### src/rtl/tty_op_pkg.sv
// Types and constants for terminal output processing
package tty_op_pkg;

  typedef enum logic [1:0] {
    CMD_WRITE  = 2'd0,
    CMD_ECHO   = 2'd1,
    CMD_RUBOUT = 2'd2
  } cmd_t;

  localparam logic [2:0] REG_CANONICAL   = 3'd0;
  localparam logic [2:0] REG_EXPAND_TABS = 3'd1;
  localparam logic [2:0] REG_MAP_CRLF    = 3'd2;
  localparam logic [2:0] REG_ECHO        = 3'd3;
  localparam logic [2:0] REG_ERASE_VIS   = 3'd4;
  localparam logic [2:0] REG_ECHO_NL     = 3'd5;
  localparam logic [2:0] REG_ERASE_CHAR  = 3'd6;

  localparam logic [7:0] CH_BS     = 8'h08;
  localparam logic [7:0] CH_TAB    = 8'h09;
  localparam logic [7:0] CH_LF     = 8'h0a;
  localparam logic [7:0] CH_CR     = 8'h0d;
  localparam logic [7:0] CH_SPACE  = 8'h20;
  localparam logic [7:0] CH_CARET  = 8'h5e;
  localparam logic [7:0] CH_DEL    = 8'h7f;
  localparam logic [7:0] CTRL_SHOW = 8'h40;

  typedef struct packed {
    logic       canonical;
    logic       expand_tabs;
    logic       map_crlf;
    logic       echo_en;
    logic       erase_visual;
    logic       echo_nl;
    logic [7:0] erase_char;
  } cfg_t;

  localparam cfg_t CFG_RESET = '{
    canonical:    1'b1,
    expand_tabs:  1'b0,
    map_crlf:     1'b1,
    echo_en:      1'b1,
    erase_visual: 1'b1,
    echo_nl:      1'b0,
    erase_char:   CH_DEL
  };

endpackage

### src/rtl/tty_output_processing.sv
// Terminal output processing top level: tab, newline, echo and rubout handling
//
// Each accepted transaction carries a command (write, echo, rubout) and a
// character. It is registered, turned combinationally into up to eight
// output bytes with the updated cursor column, and those bytes leave one per
// cycle, while out_tready is high, on the result channel, the final byte of
// each input marked by out_tlast. The input waits in the input register
// until the output buffer is free; then its bytes are loaded into the buffer
// and the first byte shows on the result channel. An input yields zero to
// eight bytes, eight for a fully expanded tab. The one-byte result channel
// sets the sustained rate, and the next input is taken while the current
// bytes are still draining.
module tty_output_processing #(
  parameter int COLUMN_WIDTH = 16
) (
  input  logic       clk,
  input  logic       rst_n,
  input  logic       in_tvalid,
  output logic       in_tready,
  input  logic [7:0] in_tdata,   // [7:0] char_in
  input  logic [1:0] in_tuser,   // [1:0] cmd
  output logic       out_tvalid,
  input  logic       out_tready,
  output logic [7:0] out_tdata,  // [7:0] out_char
  output logic       out_tlast,
  input  logic       cfg_wr_en,
  input  logic [2:0] cfg_index,
  input  logic [7:0] cfg_data
);
  import tty_op_pkg::*;

  typedef struct packed {
    logic [63:0]             bytes;
    logic [3:0]              n;
    logic [COLUMN_WIDTH-1:0] col;
  } put_res_t;

  function automatic put_res_t put_byte(cfg_t cfg, logic [COLUMN_WIDTH-1:0] col,
                                        logic [7:0] c);
    put_res_t r;
    r.bytes = '0;
    r.n     = 4'd1;
    r.col   = col;
    r.bytes[7:0] = c;
    if (cfg.canonical) begin
      if (c == CH_TAB && cfg.expand_tabs) begin
        r.n     = 4'd8 - {1'b0, col[2:0]};
        r.bytes = {8{CH_SPACE}};
        r.col   = col + COLUMN_WIDTH'(r.n);
      end else begin
        if (c == CH_LF && cfg.map_crlf) begin
          r.bytes[15:0] = {c, CH_CR};
          r.n           = 4'd2;
        end
        if (c == CH_BS) begin
          if (col != '0) begin
            r.col = col - 1'b1;
          end
        end else if (c == CH_TAB) begin
          r.col = {col[COLUMN_WIDTH-1:3] + 1'b1, 3'b000};
        end else if (c == CH_LF || c == CH_CR) begin
          r.col = '0;
        end else if (!(c < CH_SPACE || c == CH_DEL)) begin
          r.col = col + 1'b1;
        end
      end
    end
    return r;
  endfunction

  cfg_t                    cfg_r;
  logic [COLUMN_WIDTH-1:0] col_r;
  logic                    in_vld_r;
  cmd_t                    in_cmd_r;
  logic [7:0]              in_char_r;
  logic                    buf_vld_r;
  logic [63:0]             buf_r;
  logic [2:0]              buf_idx_r;
  logic [2:0]              buf_last_r;

  logic                    buf_free;
  logic                    xfer;
  logic                    in_acc;
  logic [7:0]              p0, p1, p2;
  logic [1:0]              np;
  put_res_t                r0, r1, r2;
  logic [63:0]             bytes_nxt;
  logic [3:0]              cnt_nxt;
  logic [COLUMN_WIDTH-1:0] col_nxt;

  assign buf_free  = !buf_vld_r || (out_tready && buf_idx_r == buf_last_r);
  assign xfer      = in_vld_r && buf_free;
  assign in_tready = !in_vld_r || buf_free;
  assign in_acc    = in_tvalid && in_tready;

  assign out_tvalid = buf_vld_r;
  assign out_tdata  = buf_r[{buf_idx_r, 3'b000} +: 8];
  assign out_tlast  = buf_idx_r == buf_last_r;

  // decode command into up to three characters for output processing
  always_comb begin
    p0 = in_char_r;
    p1 = CH_SPACE;
    p2 = CH_BS;
    np = 2'd0;
    case (in_cmd_r)
      CMD_WRITE: begin
        np = 2'd1;
      end
      CMD_ECHO: begin
        if (!cfg_r.echo_en) begin
          p0 = CH_LF;
          np = (in_char_r == CH_LF && cfg_r.echo_nl) ? 2'd1 : 2'd0;
        end else if ((in_char_r < CH_SPACE || in_char_r == CH_DEL) &&
                     in_char_r != CH_LF && in_char_r != CH_TAB &&
                     in_char_r != CH_BS) begin
          p0 = CH_CARET;
          p1 = in_char_r + CTRL_SHOW;
          np = 2'd2;
        end else begin
          np = 2'd1;
        end
      end
      CMD_RUBOUT: begin
        if (!cfg_r.echo_en) begin
          np = 2'd0;
        end else if (cfg_r.erase_visual) begin
          p0 = CH_BS;
          np = 2'd3;
        end else begin
          p0 = cfg_r.erase_char;
          np = 2'd1;
        end
      end
      default: begin
        np = 2'd0;
      end
    endcase
  end

  // chain the characters through the column and pack the bytes in order
  always_comb begin
    r0 = put_byte(cfg_r, col_r, p0);
    r1 = put_byte(cfg_r, r0.col, p1);
    r2 = put_byte(cfg_r, r1.col, p2);
    bytes_nxt = '0;
    cnt_nxt   = 4'd0;
    col_nxt   = col_r;
    if (np >= 2'd1) begin
      bytes_nxt = r0.bytes;
      cnt_nxt   = r0.n;
      col_nxt   = r0.col;
    end
    if (np >= 2'd2) begin
      bytes_nxt = bytes_nxt | (r1.bytes << {r0.n, 3'b000});
      cnt_nxt   = cnt_nxt + r1.n;
      col_nxt   = r1.col;
    end
    if (np == 2'd3) begin
      bytes_nxt = bytes_nxt | (r2.bytes << {cnt_nxt, 3'b000});
      cnt_nxt   = cnt_nxt + r2.n;
      col_nxt   = r2.col;
    end
  end

  always_ff @(posedge clk) begin
    if (!rst_n) begin
      cfg_r      <= CFG_RESET;
      col_r      <= '0;
      in_vld_r   <= 1'b0;
      buf_vld_r  <= 1'b0;
      buf_idx_r  <= '0;
      buf_last_r <= '0;
    end else begin
      if (cfg_wr_en) begin
        case (cfg_index)
          REG_CANONICAL:   cfg_r.canonical    <= cfg_data[0];
          REG_EXPAND_TABS: cfg_r.expand_tabs  <= cfg_data[0];
          REG_MAP_CRLF:    cfg_r.map_crlf     <= cfg_data[0];
          REG_ECHO:        cfg_r.echo_en      <= cfg_data[0];
          REG_ERASE_VIS:   cfg_r.erase_visual <= cfg_data[0];
          REG_ECHO_NL:     cfg_r.echo_nl      <= cfg_data[0];
          REG_ERASE_CHAR:  cfg_r.erase_char   <= cfg_data;
          default: ;
        endcase
      end
      if (in_acc) begin
        in_vld_r <= 1'b1;
      end else if (xfer) begin
        in_vld_r <= 1'b0;
      end
      if (xfer) begin
        col_r <= col_nxt;
      end
      if (xfer && cnt_nxt != 4'd0) begin
        buf_vld_r  <= 1'b1;
        buf_idx_r  <= '0;
        buf_last_r <= 3'(cnt_nxt - 4'd1);
      end else if (buf_vld_r && out_tready) begin
        if (buf_idx_r == buf_last_r) begin
          buf_vld_r <= 1'b0;
        end else begin
          buf_idx_r <= buf_idx_r + 3'd1;
        end
      end
    end
  end

  always_ff @(posedge clk) begin
    if (in_acc) begin
      in_cmd_r  <= cmd_t'(in_tuser);
      in_char_r <= in_tdata;
    end
    if (xfer && cnt_nxt != 4'd0) begin
      buf_r <= bytes_nxt;
    end
  end

endmodule

### config.mk
export PLATFORM = sky130hd
export DESIGN_NAME = tty_output_processing
export DESIGN_NICKNAME = d
export VERILOG_FILES = /design/src/rtl/tty_op_pkg.sv /design/src/rtl/tty_output_processing.sv
export SDC_FILE = /design/constraint.sdc
export NUM_CORES = 1
export LEC_CHECK = 0
export BUFFER_PORTS_ARGS = -buffer_cell sky130_fd_sc_hd__buf_4
export CORE_MARGIN = 2
export CORE_UTILIZATION = 58
export DETAILED_ROUTE_END_ITERATION = 12
export PLACE_DENSITY = 0.8
export SETUP_SLACK_MARGIN = 0.02
export SLEW_MARGIN = 20
export SYNTH_ARGS = -nofsm -noshare
export SYNTH_HDL_FRONTEND = slang
export SYNTH_SLANG_ARGS = --single-unit
### constraint.sdc
create_clock -name clk -period 9.8 [get_ports clk]
set_input_delay 1.96 -clock clk [delete_from_list [all_inputs] [get_ports clk]]
set_output_delay 1.96 -clock clk [all_outputs]
set_load 0.005 [all_outputs]
==> flow_summary.html, run 1 <==
<table>
<tr><th>Metric</th><th>Value</th></tr>
<tr><th colspan="2">Run status</th></tr>
<tr><td>Status</td><td>complete, no violations</td></tr>
<tr><th colspan="2">Synth</th></tr>
<tr><td>Yosys warns</td><td>0</td></tr>
<tr><td>Top cell type's share of synthesized area</td><td>20.1%</td></tr>
<tr><td>Area fraction in compound gates after synthesis</td><td>27.6%</td></tr>
<tr><td>Post-synthesis share of cell area spent on xor and xnor gates</td><td>3.88%</td></tr>
<tr><td>FF+latch count, synth</td><td>112</td></tr>
<tr><td>Leading cell types by total area after synthesis</td><td>sky130_fd_sc_hd__edfxtp_1, sky130_fd_sc_hd__dfxtp_1, sky130_fd_sc_hd__nand2_1, sky130_fd_sc_hd__nor2_1, sky130_fd_sc_hd__ha_1</td></tr>
<tr><td>Share of synthesized registers carrying an async set or reset</td><td>0%</td></tr>
<tr><td>Netlist Area Pre-Place</td><td>0.0111 mm^2</td></tr>
<tr><td>Syn avg cell area</td><td>8.14 um^2</td></tr>
<tr><td>Sequential cell area fraction in the yosys report</td><td>27.0%</td></tr>
<tr><td>Mux cell area share after synthesis</td><td>6.44%</td></tr>
<tr><td>Dominant combinational cell family by area after synthesis</td><td>compound AO/OA/AOI/OAI gates</td></tr>
<tr><td>Area leader, netlist</td><td>sky130_fd_sc_hd__edfxtp_1</td></tr>
<tr><td>Count of flip-flops with a built-in enable after synthesis</td><td>74</td></tr>
<tr><td>Synth cell types</td><td>110</td></tr>
<tr><td>Adder and majority gate portion of the synthesized area</td><td>3.91%</td></tr>
<tr><td>Basic-gate share of the synthesized area counting and, or, nand and nor cells</td><td>26.2%</td></tr>
<tr><td>Top flip-flop cell by instance count after synthesis</td><td>sky130_fd_sc_hd__edfxtp_1</td></tr>
<tr><td>Post-synthesis cell count</td><td>1359</td></tr>
<tr><th colspan="2">Routing</th></tr>
<tr><td>Violation count after the first detailed-routing iteration</td><td>1865</td></tr>
<tr><td>Post-detailed-route via-to-cell ratio</td><td>7.37</td></tr>
<tr><td>Average wire length per cell after detail routing</td><td>25.2 um</td></tr>
<tr><td>Number of nets with antenna violations after routing</td><td>0</td></tr>
<tr><td>Number of remaining DRC errors</td><td>0</td></tr>
<tr><td>Total wirelength of the detailed-routed design</td><td>40500 um</td></tr>
<tr><td>Router iterations before antenna repair</td><td>7</td></tr>
<tr><td>Vias post-DR</td><td>11831</td></tr>
<tr><th colspan="2">CTS</th></tr>
<tr><td>Maximum count of clock buffers along a single path</td><td>2</td></tr>
<tr><td>Clock tree from TritonCTS</td><td>yes</td></tr>
<tr><td>Number of H-tree levels</td><td>3</td></tr>
<tr><td>Root Buffer</td><td>sky130_fd_sc_hd__clkbuf_16</td></tr>
<tr><td>Number of setup buffers added after CTS</td><td>0</td></tr>
<tr><td>Number of hold buffers added after cts</td><td>0</td></tr>
<tr><td>Worst-skew pair later-pin latency</td><td>0.37 ns</td></tr>
<tr><td>Inserted Clock Buffers</td><td>9</td></tr>
<tr><td># clock sinks</td><td>112</td></tr>
<tr><td>Clock transition at the registers of the reported paths</td><td>0.08 ns</td></tr>
<tr><td>Resized Gates After CTS</td><td>0</td></tr>
<tr><th colspan="2">Worst setup path</th></tr>
<tr><td>Largest fanout on the critical path</td><td>27</td></tr>
<tr><td>Capturing element type of the critical path</td><td>flip-flop</td></tr>
<tr><td>Arrival time reported for the critical path endpoint</td><td>9.16 ns</td></tr>
<tr><td>Largest stage delay on the critical path</td><td>0.64 ns</td></tr>
<tr><td>Slowest CP cell</td><td>sky130_fd_sc_hd__o41a_1</td></tr>
<tr><td>Critical-path cell list</td><td>inv_1, ha_1, and4b_1, and2_1, a211oi_2, and2_0, nand4_4, a311oi_1, nor3_1, a221oi_4, ha_1, ha_1, inv_1, a2111oi_0, o21ai_1, a211oi_2, nand3_1, mux2i_1, o211ai_1, or4b_4, o41a_1, a21boi_1, o221ai_1, a21oi_1</td></tr>
<tr><td>Worst setup SP type</td><td>flip-flop</td></tr>
<tr><td>Most frequent cell on the critical path</td><td>sky130_fd_sc_hd__ha_1</td></tr>
<tr><td>Required time at the endpoint of the critical path</td><td>10.08 ns</td></tr>
<tr><td>Kind of critical path</td><td>flip-flop to flip-flop</td></tr>
<tr><th colspan="2">Floorplan</th></tr>
<tr><td>Die span in y</td><td>142 um</td></tr>
<tr><td>Die area</td><td>0.0202 mm^2</td></tr>
<tr><td>Width of the die</td><td>142 um</td></tr>
<tr><td>Area of the core</td><td>0.0187 mm^2</td></tr>
<tr><td>Count of standard-cell rows</td><td>50</td></tr>
<tr><td>Initial Utilization</td><td>59.1%</td></tr>
<tr><td>Number of top-level pins</td><td>37</td></tr>
<tr><th colspan="2">Placed design</th></tr>
<tr><td>Detail Placement HPWL</td><td>30000 um</td></tr>
<tr><td>Worst slack at placement</td><td>1.36 ns</td></tr>
<tr><td>PortBufs</td><td>36</td></tr>
<tr><td>Placer Congestion</td><td>1.02</td></tr>
<tr><td>Inst Count DP</td><td>1589</td></tr>
<tr><th colspan="2">Power and ir drop</th></tr>
<tr><td>Switch share</td><td>39.6%</td></tr>
<tr><td>Power density over the cells</td><td>129 mW/mm^2</td></tr>
<tr><td>Max VDD drop</td><td>0.000107 V</td></tr>
<tr><td>Fraction of power consumed by sequential logic</td><td>36.2%</td></tr>
<tr><td>Internal cell power</td><td>0.924 mW</td></tr>
<tr><td>Clock share of power</td><td>25.3%</td></tr>
<tr><td>Total design power</td><td>1.53 mW</td></tr>
<tr><td>Power dissipated by switching net loads</td><td>0.605 mW</td></tr>
<tr><td>Portion of total power attributed to combinational logic</td><td>38.5%</td></tr>
<tr><td>Static Leak</td><td>4.21 nW</td></tr>
<tr><th colspan="2">Timing</th></tr>
<tr><td>Total negative setup slack</td><td>0 ns</td></tr>
<tr><td>Worst setup slack after layout</td><td>0.921 ns</td></tr>
<tr><td>Setup violation total in the final timing report</td><td>0</td></tr>
<tr><td>Post-route fraction of the period consumed by the critical path</td><td>90.6%</td></tr>
<tr><td>Max Freq</td><td>0.113 GHz</td></tr>
<tr><td>Slew Limit Fails</td><td>0</td></tr>
<tr><td>Clock Skew</td><td>0.00920 ns</td></tr>
<tr><td>Clock period minus worst slack</td><td>8.88 ns</td></tr>
<tr><td>Worst slew slack as a fraction of its limit</td><td>31.6%</td></tr>
<tr><td>Worst Tran Pin Value</td><td>1.02 ns</td></tr>
<tr><td>Final-report hold violation count</td><td>0</td></tr>
<tr><td>Unrepaired setup endpoints after global routing</td><td>false</td></tr>
<tr><th colspan="2">Worst hold path</th></tr>
<tr><td>Tightest Hold Check Type</td><td>flip-flop to flip-flop</td></tr>
<tr><th colspan="2">GRT</th></tr>
<tr><td>Tot GR Track Use</td><td>39.8%</td></tr>
<tr><td>First-pass GRT wire length</td><td>61900 um</td></tr>
<tr><td>Antenna violations before repair</td><td>0</td></tr>
<tr><td>Largest net degree at the start of global routing</td><td>64</td></tr>
<tr><td>Grt total ovfl</td><td>0</td></tr>
<tr><td>Number of global-route vias before repair</td><td>10857</td></tr>
<tr><th colspan="2">Layout</th></tr>
<tr><td>Share of layout cells above drive strength 1</td><td>12.8%</td></tr>
<tr><td>Area growth from synthesis to layout</td><td>7.36%</td></tr>
<tr><td>Commonest cells after routing, fill and taps aside</td><td>sky130_fd_sc_hd__nand2_1, sky130_fd_sc_hd__nor2_1, sky130_fd_sc_hd__a21oi_1</td></tr>
<tr><td>Total number of nets in the final design</td><td>1426</td></tr>
<tr><td>Most common cell after layout, fill and taps aside</td><td>sky130_fd_sc_hd__nand2_1</td></tr>
<tr><td># diodes</td><td>0</td></tr>
<tr><td>Final core utilization</td><td>63.5%</td></tr>
<tr><td>Final std cells w/o fill</td><td>1605</td></tr>
<tr><th colspan="2">Flow run</th></tr>
<tr><td>Count of max-cap constraint violations</td><td>0</td></tr>
</table>
cell usage after synthesis (all sizes together) (24+ instances only):
cell type / instances
inv: 33
a31oi: 30
nor2: 136
ha: 33
nand3: 67
dfxtp: 38
nand2: 144
buf: 40
a21oi: 84
nor3: 48
nand4: 24
clkbuf: 50
o21ai: 75
xnor2: 29
edfxtp: 74
routing by layer:
metal	share of wire, %	vias to the layer above	global-route usage (%)
met4	4.7	0	17.1
met3	14	160	11.1
li1	-	5238	-
met5	0	-	0
met2	42	923	58.1
met1	39	5510	55.1
worst paths after layout:
kind	start	to	slack, ns	cells after the start
worst min register to register	cfg_r[0]$_SDFFE_PN1P_	cfg_r[0]$_SDFFE_PN1P_	0.49	2
worst max-delay path	in_cmd_r[0]$_DFFE_PP_	col_r[6]$_SDFFE_PN0P_	0.92	24
worst min-delay path	cfg_r[0]$_SDFFE_PN1P_	cfg_r[0]$_SDFFE_PN1P_	0.49	2
worst max register to register	in_cmd_r[0]$_DFFE_PP_	col_r[6]$_SDFFE_PN0P_	0.92	24
worst max-delay path, delay by kind of cell (launching register included):
kind,cells,cell delay (ns)
multiplexers,1,0.20
adder cells (fa/ha/maj),3,1.29
buffers and inverters,2,0.17
flip-flops,1,0.38
AO/OA/AOI/OAI,11,4.29
AND/OR/NAND/NOR,7,2.44
sequential cells by signal, indices dropped and copies added (netlist names):
signal	cells
buf_idx_r	3
buf_last_r	3
buf_r	64
cfg_r	14
col_r	16
in_char_r	8
in_cmd_r	2
in_vld_r	1
out_tvalid	1
power groups by stage:
stage,sequential [mW],combinational [mW],clock (mW)
final,0.554,0.588,0.387
after global routing,0.556,0.629,0.404
after CTS,0.552,0.565,0.388
after detailed placement,0.563,0.561,0
after global placement,0.562,0.556,0
after floorplan,0.549,0.429,0
cell type report:
type                    instances  area (um^2)
flip-flops and latches        112         2980
fillers                      1641         6830
multi-input cells            1136         7610
inverters                      37          139
repair buffers                 70          526
clock buffers                   9          225
well taps                     234          293
clock inverters                 7         93.8
metrics by stage:
| step | area [um^2] | hold WS, ns |
|---|---|---|
| after floorplan | 11100 | 0.440 |
| after global placement | 11600 | 0.456 |
| after detailed placement | 11600 | 0.470 |
| after CTS | 11900 | 0.488 |
| after global routing | 11900 | 0.516 |
| final | 11900 | 0.486 |
cell families after synthesis:
kind of cell	count (synthesis)
buf+inv	127
flops	112
compound gates	424
fa+ha+maj	34
mux	49
simple gates	563
xor+xnor	49
other cells	1
(Power assumes the default switching activity.)
==> run 2: changes to the inputs <==
==> constraint.sdc (replaced) <==
create_clock -name clk -period 9.8 [get_ports clk]
set_input_delay 0.98 -clock clk [delete_from_list [all_inputs] [get_ports clk]]
set_output_delay 0.98 -clock clk [all_outputs]
set_load 0.005 [all_outputs]
==> flow_summary.html, run 2 (synthesis results as in run 1) <==
<table>
<tr><th>Metric</th><th>Value</th></tr>
<tr><th colspan="2">CTS</th></tr>
<tr><td>Number of H-tree levels</td><td>3 (unchanged)</td></tr>
<tr><td># clock sinks</td><td>112 (unchanged)</td></tr>
<tr><td>Worst-skew pair later-pin latency</td><td>0.37 ns (about the same)</td></tr>
<tr><td>Number of hold buffers added after cts</td><td>0 (unchanged)</td></tr>
<tr><td>Maximum count of clock buffers along a single path</td><td>2 (unchanged)</td></tr>
<tr><td>Clock tree from TritonCTS</td><td>yes</td></tr>
<tr><td>Inserted Clock Buffers</td><td>9 (unchanged)</td></tr>
<tr><td>Clock transition at the registers of the reported paths</td><td>0.08 ns (about the same)</td></tr>
<tr><td>Root Buffer</td><td>sky130_fd_sc_hd__clkbuf_16</td></tr>
<tr><td>Resized Gates After CTS</td><td>0 (unchanged)</td></tr>
<tr><td>Number of setup buffers added after CTS</td><td>0 (unchanged)</td></tr>
<tr><th colspan="2">Timing</th></tr>
<tr><td>Worst slew slack as a fraction of its limit</td><td>19.5% (-12 points)</td></tr>
<tr><td>Slew Limit Fails</td><td>0 (unchanged)</td></tr>
<tr><td>Setup violation total in the final timing report</td><td>0 (unchanged)</td></tr>
<tr><td>Worst Tran Pin Value</td><td>1.20 ns (+0.174 ns)</td></tr>
<tr><td>Unrepaired setup endpoints after global routing</td><td>false</td></tr>
<tr><td>Max Freq</td><td>0.116 GHz (+3.2%)</td></tr>
<tr><td>Clock period minus worst slack</td><td>8.60 ns (-0.275 ns)</td></tr>
<tr><td>Clock Skew</td><td>0.0151 ns (+0.00592 ns)</td></tr>
<tr><td>Final-report hold violation count</td><td>0 (unchanged)</td></tr>
<tr><td>Total negative setup slack</td><td>0 ns (unchanged)</td></tr>
<tr><td>Post-route fraction of the period consumed by the critical path</td><td>87.8% (-2.8 points)</td></tr>
<tr><th colspan="2">Worst setup path</th></tr>
<tr><td>Arrival time reported for the critical path endpoint</td><td>8.87 ns (-0.29 ns)</td></tr>
<tr><td>Most frequent cell on the critical path</td><td>sky130_fd_sc_hd__ha_1</td></tr>
<tr><td>Worst setup SP type</td><td>flip-flop</td></tr>
<tr><td>Critical-path cell list</td><td>inv_1, ha_1, and4b_1, and2_1, a211oi_2, and2_0, and4_1, nand2_1, o32ai_1, a221oi_4, ha_1, ha_1, inv_1, a2111oi_0, o21ai_1, a211oi_1, xnor2_1, a221oi_1, a21oi_1, nand4_1, o41a_1, a21oi_1, or3_1, a32o_1</td></tr>
<tr><td>Slowest CP cell</td><td>sky130_fd_sc_hd__and4_1</td></tr>
<tr><td>Kind of critical path</td><td>flip-flop to flip-flop</td></tr>
<tr><td>Largest fanout on the critical path</td><td>22 (-19%)</td></tr>
<tr><td>Required time at the endpoint of the critical path</td><td>10.07 ns (about the same)</td></tr>
<tr><td>Capturing element type of the critical path</td><td>flip-flop</td></tr>
<tr><td>Largest stage delay on the critical path</td><td>0.74 ns (+0.10 ns)</td></tr>
<tr><th colspan="2">Power and ir drop</th></tr>
<tr><td>Static Leak</td><td>4.21 nW (about the same)</td></tr>
<tr><td>Power density over the cells</td><td>129 mW/mm^2 (about the same)</td></tr>
<tr><td>Total design power</td><td>1.53 mW (about the same)</td></tr>
<tr><td>Max VDD drop</td><td>0.0000961 V (-10%)</td></tr>
<tr><th colspan="2">Floorplan</th></tr>
<tr><td>Area of the core</td><td>0.0187 mm^2 (unchanged)</td></tr>
<tr><td>Count of standard-cell rows</td><td>50 (unchanged)</td></tr>
<tr><td>Width of the die</td><td>142 um (unchanged)</td></tr>
<tr><td>Number of top-level pins</td><td>37 (unchanged)</td></tr>
<tr><td>Die span in y</td><td>142 um (unchanged)</td></tr>
<tr><td>Die area</td><td>0.0202 mm^2 (unchanged)</td></tr>
<tr><td>Initial Utilization</td><td>59.1% (unchanged)</td></tr>
<tr><th colspan="2">Layout</th></tr>
<tr><td># diodes</td><td>0 (unchanged)</td></tr>
<tr><td>Final std cells w/o fill</td><td>1605 (unchanged)</td></tr>
<tr><td>Commonest cells after routing, fill and taps aside</td><td>sky130_fd_sc_hd__nand2_1, sky130_fd_sc_hd__nor2_1, sky130_fd_sc_hd__a21oi_1</td></tr>
<tr><td>Final core utilization</td><td>63.4% (about the same)</td></tr>
<tr><td>Flip-flop count of the largest register after layout</td><td>64 (unchanged)</td></tr>
<tr><td>Most common cell after layout, fill and taps aside</td><td>sky130_fd_sc_hd__nand2_1</td></tr>
<tr><td>Biggest regs</td><td>buf_r x64, col_r x16, cfg_r x14</td></tr>
<tr><td>Area growth from synthesis to layout</td><td>7.26% (about the same)</td></tr>
<tr><td>Total number of nets in the final design</td><td>1426 (unchanged)</td></tr>
<tr><td>Share of layout cells above drive strength 1</td><td>12.8% (-0.073 points)</td></tr>
<tr><td>Biggest register</td><td>buf_r</td></tr>
<tr><th colspan="2">GRT</th></tr>
<tr><td>Grt total ovfl</td><td>0 (unchanged)</td></tr>
<tr><td>Antenna violations before repair</td><td>0 (unchanged)</td></tr>
<tr><td>Number of global-route vias before repair</td><td>10448 (-3.8%)</td></tr>
<tr><td>Tot GR Track Use</td><td>39.2% (-0.59 points)</td></tr>
<tr><td>First-pass GRT wire length</td><td>61000 um (-1.5%)</td></tr>
<tr><td>Largest net degree at the start of global routing</td><td>64 (unchanged)</td></tr>
<tr><th colspan="2">Routing</th></tr>
<tr><td>Post-detailed-route via-to-cell ratio</td><td>7.32 (-0.70%)</td></tr>
<tr><td>Number of remaining DRC errors</td><td>0 (unchanged)</td></tr>
<tr><td>Average wire length per cell after detail routing</td><td>24.8 um (-1.4%)</td></tr>
<tr><td>Number of nets with antenna violations after routing</td><td>0 (unchanged)</td></tr>
<tr><td>Vias post-DR</td><td>11748 (-0.70%)</td></tr>
<tr><td>Router iterations before antenna repair</td><td>7 (unchanged)</td></tr>
<tr><td>Total wirelength of the detailed-routed design</td><td>39900 um (-1.4%)</td></tr>
<tr><td>Violation count after the first detailed-routing iteration</td><td>2009 (+7.7%)</td></tr>
<tr><th colspan="2">Placed design</th></tr>
<tr><td>Inst Count DP</td><td>1589 (unchanged)</td></tr>
<tr><td>Placer Congestion</td><td>1.02 (+0.27%)</td></tr>
<tr><td>PortBufs</td><td>36 (unchanged)</td></tr>
<tr><td>Detail Placement HPWL</td><td>30100 um (+0.14%)</td></tr>
<tr><th colspan="2">Worst hold path</th></tr>
<tr><td>Tightest Hold Check Type</td><td>flip-flop to flip-flop</td></tr>
<tr><th colspan="2">Run status</th></tr>
<tr><td>Status</td><td>complete, no violations</td></tr>
<tr><th colspan="2">Flow run</th></tr>
<tr><td>Count of max-cap constraint violations</td><td>0 (unchanged)</td></tr>
</table>
==> run 2: cell types whose count changed in the layout (fill, tap and decap cells not counted) <==
cell and delta:
sky130_fd_sc_hd__nor4_1 +1, sky130_fd_sc_hd__nor4_2 -1, sky130_fd_sc_hd__inv_8 +1, sky130_fd_sc_hd__clkinv_4 +1, sky130_fd_sc_hd__inv_12 -1, sky130_fd_sc_hd__inv_6 -1
==> run 2: path summary, 6_finish.rpt <==
| path | startpoint | to | slack (ns) | depth (start not counted) |
|---|---|---|---|---|
| worst max-delay path | in_cmd_r[0]$_DFFE_PP_ | col_r[1]$_SDFFE_PN0P_ | 1.20 | 24 |
| worst min-delay path | cfg_r[2]$_SDFFE_PN1P_ | cfg_r[2]$_SDFFE_PN1P_ | 0.49 | 2 |
| worst max register to register | in_cmd_r[0]$_DFFE_PP_ | col_r[1]$_SDFFE_PN0P_ | 1.20 | 24 |
| worst min register to register | cfg_r[2]$_SDFFE_PN1P_ | cfg_r[2]$_SDFFE_PN1P_ | 0.49 | 2 |
==> run 2: routing by layer <==
layer | vias up | wire (um) | track usage (%) | share of wire [%]
met4 | 0 | 1780 | 15.3 | 4.5
li1 | 5239 | - | - | -
met2 | 897 | 16600 | 56.9 | 42
met1 | 5451 | 16100 | 56.6 | 40
met5 | - | 0 | 0 | 0
met3 | 161 | 5470 | 8.75 | 14
==> run 2: critical path, delay by kind of cell (launching register included) <==
family	cells	cell delay, ns
xor gates and xnor gates	1	0.10
buffers and inverters	2	0.17
AOI/OAI and AO/OA	11	3.78
and+or+nand+nor	7	2.68
adders and majority gates	3	1.36
DFF	1	0.38
==> run 2: cell type report <==
type / instances / area [um^2]
clock buffers: 9 / 225
clock inverters: 7 / 88.8
fillers: 1574 / 6840
inverters: 37 / 139
multi-input cells: 1136 / 7610
flip-flops and latches: 112 / 2980
well taps: 234 / 293
repair buffers: 70 / 526
==> run 2: metrics by stage <==
stage	area, um^2	hold slack (ns)	setup slack (ns)
floorplan	11100	0.440	0.583
global placement	11500	0.460	1.59
detailed placement	11500	0.475	1.41
CTS	11900	0.491	1.36
global route	11900	0.518	0.704
finish	11900	0.490	1.20
==> run 2: where the power goes <==
group          internal, mW  total, mW  switching (mW)
logic                 0.208      0.592           0.383
clock network         0.185      0.383           0.198
registers             0.528      0.554          0.0255
==> run 3: changes to the inputs <==
- CORE_UTILIZATION: 58 -> 45
- PLACE_DENSITY: 0.8 -> 0.63
- clock period: 9.8 -> 9.5 ns (I/O delays scaled with it)
==> flow_summary.html, run 3 (synthesis results as in run 1) <==
<table>
<tr><th>Metric</th><th>Value</th></tr>
<tr><th colspan="2">Worst setup path</th></tr>
<tr><td>Kind of critical path</td><td>flip-flop to flip-flop</td></tr>
<tr><td>Largest fanout on the critical path</td><td>27 (+23%)</td></tr>
<tr><td>Capturing element type of the critical path</td><td>flip-flop</td></tr>
<tr><td>Most frequent cell on the critical path</td><td>sky130_fd_sc_hd__ha_1</td></tr>
<tr><td>Slowest CP cell</td><td>sky130_fd_sc_hd__a2111oi_0</td></tr>
<tr><td>Crit. path cell count</td><td>24 (unchanged)</td></tr>
<tr><td>Required time at the endpoint of the critical path</td><td>9.80 ns (-0.27 ns)</td></tr>
<tr><td>Critical path buffer and inverter count</td><td>2 (unchanged)</td></tr>
<tr><td>RR Endpoint</td><td>col_r[5]$_SDFFE_PN0P_</td></tr>
<tr><td>Arrival time reported for the critical path endpoint</td><td>8.78 ns (-0.09 ns)</td></tr>
<tr><td>Largest stage delay on the critical path</td><td>0.62 ns (-0.12 ns)</td></tr>
<tr><td>Critical-path cell list</td><td>inv_1, ha_1, and4b_1, and2_1, a211oi_2, and2_0, nand4_4, a311oi_1, nor3_1, a221oi_4, ha_1, ha_1, inv_1, a2111oi_0, o21ai_1, a211oi_2, nand3_1, mux2i_1, o211ai_1, or4b_4, o41a_1, nand2_1, mux2_1, o22ai_1</td></tr>
<tr><td>FF-to-FF path depth</td><td>24 (unchanged)</td></tr>
<tr><td>Critical Path Sink</td><td>col_r[5]$_SDFFE_PN0P_</td></tr>
<tr><td>Critical path origin</td><td>in_cmd_r[0]$_DFFE_PP_</td></tr>
<tr><td>Reg-to-reg slack, setup</td><td>1.02 ns (-0.17 ns)</td></tr>
<tr><td>Crit-path leading delay family</td><td>compound AO/OA/AOI/OAI gates</td></tr>
<tr><td>Worst setup SP type</td><td>flip-flop</td></tr>
<tr><td>Worst flop-to-flop path startpoint</td><td>in_cmd_r[0]$_DFFE_PP_</td></tr>
<tr><th colspan="2">GRT</th></tr>
<tr><td>Number of global-route vias before repair</td><td>10693 (+2.3%)</td></tr>
<tr><td>First-pass GRT wire length</td><td>63200 um (+3.6%)</td></tr>
<tr><td>Grt total ovfl</td><td>0 (unchanged)</td></tr>
<tr><td>Largest net degree at the start of global routing</td><td>36 (-44%)</td></tr>
<tr><td>Tot GR Track Use</td><td>31.4% (-7.7 points)</td></tr>
<tr><td>Antenna violations before repair</td><td>0 (unchanged)</td></tr>
<tr><th colspan="2">Timing</th></tr>
<tr><td>Post-route fraction of the period consumed by the critical path</td><td>89.2% (+1.4 points)</td></tr>
<tr><td>Worst Tran Pin Value</td><td>1.08 ns (-0.117 ns)</td></tr>
<tr><td>Max Freq</td><td>0.118 GHz (+1.5%)</td></tr>
<tr><td>Slew Limit Fails</td><td>0 (unchanged)</td></tr>
<tr><td>Worst setup slack after layout</td><td>1.02 ns (-0.173 ns)</td></tr>
<tr><td>Setup violation total in the final timing report</td><td>0 (unchanged)</td></tr>
<tr><td>Total negative setup slack</td><td>0 ns (unchanged)</td></tr>
<tr><td>Clock period minus worst slack</td><td>8.48 ns (-0.127 ns)</td></tr>
<tr><td>Clock Skew</td><td>0.0136 ns (-0.00153 ns)</td></tr>
<tr><td>Worst slew slack as a fraction of its limit</td><td>27.4% (+7.9 points)</td></tr>
<tr><td>Final-report hold violation count</td><td>0 (unchanged)</td></tr>
<tr><td>Unrepaired setup endpoints after global routing</td><td>false</td></tr>
<tr><th colspan="2">Routing</th></tr>
<tr><td>Violation count after the first detailed-routing iteration</td><td>1508 (-25%)</td></tr>
<tr><td>Highest metal used</td><td>met4</td></tr>
<tr><td>Average wire length per cell after detail routing</td><td>24.1 um (-2.9%)</td></tr>
<tr><td>Router iterations before antenna repair</td><td>6 (-1)</td></tr>
<tr><td>Routed length on met2</td><td>17300 um (+4.3%)</td></tr>
<tr><td>Met3 routed wirelength</td><td>4520 um (-17%)</td></tr>
<tr><td>Vias post-DR</td><td>11591 (-1.3%)</td></tr>
<tr><td>Met1 WL</td><td>17400 um (+8.2%)</td></tr>
<tr><td>Post-detailed-route via-to-cell ratio</td><td>6.82 (-6.8%)</td></tr>
<tr><td>Total wirelength of the detailed-routed design</td><td>41000 um (+2.9%)</td></tr>
<tr><td>Number of nets with antenna violations after routing</td><td>0 (unchanged)</td></tr>
<tr><td>Number of remaining DRC errors</td><td>0 (unchanged)</td></tr>
<tr><th colspan="2">Layout</th></tr>
<tr><td>Biggest register</td><td>buf_r</td></tr>
<tr><td>Storage cell area</td><td>0.00298 mm^2 (unchanged)</td></tr>
<tr><td>Final core utilization</td><td>49.6% (-14 points)</td></tr>
<tr><td>Flip-flop count of the largest register after layout</td><td>64 (unchanged)</td></tr>
<tr><td># diodes</td><td>0 (unchanged)</td></tr>
<tr><td>Fillcell total</td><td>2385 (+52%)</td></tr>
<tr><td>Most common cell after layout, fill and taps aside</td><td>sky130_fd_sc_hd__nand2_1</td></tr>
<tr><td>Area growth from synthesis to layout</td><td>8.72%</td></tr>
<tr><td>Total number of nets in the final design</td><td>1431 (+0.35%)</td></tr>
<tr><td>Commonest cells after routing, fill and taps aside</td><td>sky130_fd_sc_hd__nand2_1, sky130_fd_sc_hd__nor2_1, sky130_fd_sc_hd__a21oi_1</td></tr>
<tr><td>Biggest regs</td><td>buf_r x64, col_r x16, cfg_r x14</td></tr>
<tr><td>Area of combinational cells with multiple inputs</td><td>0.00761 mm^2 (about the same)</td></tr>
<tr><td>Share of layout cells above drive strength 1</td><td>13.2% (+0.39 points)</td></tr>
<tr><th colspan="2">Placed design</th></tr>
<tr><td>Worst slack at placement</td><td>1.33 ns (-0.0738 ns)</td></tr>
<tr><td>PortBufs</td><td>36 (unchanged)</td></tr>
<tr><td>Placer Congestion</td><td>1.02 (-0.58%)</td></tr>
<tr><td>Detail Placement HPWL</td><td>31300 um (+4.0%)</td></tr>
<tr><th colspan="2">Power and ir drop</th></tr>
<tr><td>Power density over the cells</td><td>132 mW/mm^2 (+2.7%)</td></tr>
<tr><td>Max VDD drop</td><td>0.000132 V (+37%)</td></tr>
<tr><td>Static Leak</td><td>4.24 nW (+0.63%)</td></tr>
<tr><th colspan="2">CTS</th></tr>
<tr><td>Number of setup buffers added after CTS</td><td>0 (unchanged)</td></tr>
<tr><td>Number of hold buffers added after cts</td><td>0 (unchanged)</td></tr>
<tr><td># clock sinks</td><td>112 (unchanged)</td></tr>
<tr><td>Number of H-tree levels</td><td>3 (unchanged)</td></tr>
<tr><td>Clock tree from TritonCTS</td><td>yes</td></tr>
<tr><td>Maximum count of clock buffers along a single path</td><td>2 (unchanged)</td></tr>
<tr><td>Root Buffer</td><td>sky130_fd_sc_hd__clkbuf_16</td></tr>
<tr><td>Resized Gates After CTS</td><td>0 (unchanged)</td></tr>
<tr><td>Clock transition at the registers of the reported paths</td><td>0.09 ns (about the same)</td></tr>
<tr><td>Worst-skew pair later-pin latency</td><td>0.38 ns (about the same)</td></tr>
<tr><td>Inserted Clock Buffers</td><td>9 (unchanged)</td></tr>
<tr><th colspan="2">Worst hold path</th></tr>
<tr><td>Tightest Hold Check Type</td><td>flip-flop to flip-flop</td></tr>
<tr><th colspan="2">Floorplan</th></tr>
<tr><td>Count of standard-cell rows</td><td>57 (+14%)</td></tr>
<tr><td>Width of the die</td><td>161 um (+13%)</td></tr>
<tr><td>Initial Utilization</td><td>45.6% (-14 points)</td></tr>
<tr><td>Die span in y</td><td>161 um (+13%)</td></tr>
<tr><td>Die area</td><td>0.0258 mm^2 (+28%)</td></tr>
<tr><td>Number of top-level pins</td><td>37 (unchanged)</td></tr>
<tr><td>Area of the core</td><td>0.0242 mm^2 (+30%)</td></tr>
<tr><th colspan="2">Flow run</th></tr>
<tr><td>Count of max-cap constraint violations</td><td>0 (unchanged)</td></tr>
<tr><th colspan="2">Run status</th></tr>
<tr><td>Status</td><td>complete, no violations</td></tr>
</table>
[run 3: how the worst min path moves through the flow]
stage,start,endpoint,slack (ns),depth (start not counted)
after floorplan,cfg_r[1]$_SDFFE_PN1P_,cfg_r[1]$_SDFFE_PN1P_,0.44,2
after global placement,cfg_r[0]$_SDFFE_PN1P_,cfg_r[0]$_SDFFE_PN1P_,0.47,2
after detailed placement,cfg_r[0]$_SDFFE_PN1P_,cfg_r[0]$_SDFFE_PN1P_,0.48,2
after CTS,cfg_r[1]$_SDFFE_PN1P_,cfg_r[1]$_SDFFE_PN1P_,0.50,2
after global routing,cfg_r[0]$_SDFFE_PN1P_,cfg_r[0]$_SDFFE_PN1P_,0.52,2
final,cfg_r[5]$_SDFFE_PN1P_,cfg_r[5]$_SDFFE_PN1P_,0.49,2
[run 3: worst register-to-register path, stage by stage, from the launching register on]
cell and delay (ns):
sky130_fd_sc_hd__edfxtp_1 0.39, sky130_fd_sc_hd__inv_1 0.07, sky130_fd_sc_hd__ha_1 0.56, sky130_fd_sc_hd__and4b_1 0.37
sky130_fd_sc_hd__and2_1 0.18, sky130_fd_sc_hd__a211oi_2 0.33, sky130_fd_sc_hd__and2_0 0.42, sky130_fd_sc_hd__nand4_4 0.47
sky130_fd_sc_hd__a311oi_1 0.52, sky130_fd_sc_hd__nor3_1 0.14, sky130_fd_sc_hd__a221oi_4 0.52, sky130_fd_sc_hd__ha_1 0.42
sky130_fd_sc_hd__ha_1 0.30, sky130_fd_sc_hd__inv_1 0.11, sky130_fd_sc_hd__a2111oi_0 0.62, sky130_fd_sc_hd__o21ai_1 0.23
sky130_fd_sc_hd__a211oi_2 0.46, sky130_fd_sc_hd__nand3_1 0.22, sky130_fd_sc_hd__mux2i_1 0.20, sky130_fd_sc_hd__o211ai_1 0.15
sky130_fd_sc_hd__or4b_4 0.54, sky130_fd_sc_hd__o41a_1 0.60, sky130_fd_sc_hd__nand2_1 0.13, sky130_fd_sc_hd__mux2_1 0.32
sky130_fd_sc_hd__o22ai_1 0.11
[run 3: layout make-up]
class | instances | area share, %
Clock inverter | 7 | 0.780
Clock buffer | 9 | 1.87
Timing Repair Buffer | 75 | 4.68
Multi-Input combinational cell | 1136 | 63.3
Tap cell | 324 | 3.37
Sequential cell | 112 | 24.8
Inverter | 37 | 1.15
[run 3: metal layers]
layer | GRT usage, % | vias up
met5 | 0 | -
li1 | - | 5234
met3 | 6.53 | 147
met4 | 13.0 | 0
met2 | 46.6 | 739
met1 | 44.7 | 5471
[run 3: through the flow]
step                      hold WS (ns)  std cells  total power [mW]  cell area (um^2)
after detailed placement         0.482       1684              1.17             11700
final                            0.495       1700              1.59             12000
after global routing             0.517       1700              1.67             12000
after global placement           0.467       1684              1.17             11700
after floorplan                  0.440       1375              1.01             11100
after CTS                        0.495       1700              1.57             12000
[run 3: power by group]
group,switching (mW),internal (mW)
clock,0.215,0.193
sequential,0.0217,0.544
combinational,0.397,0.219
total,0.635,0.956
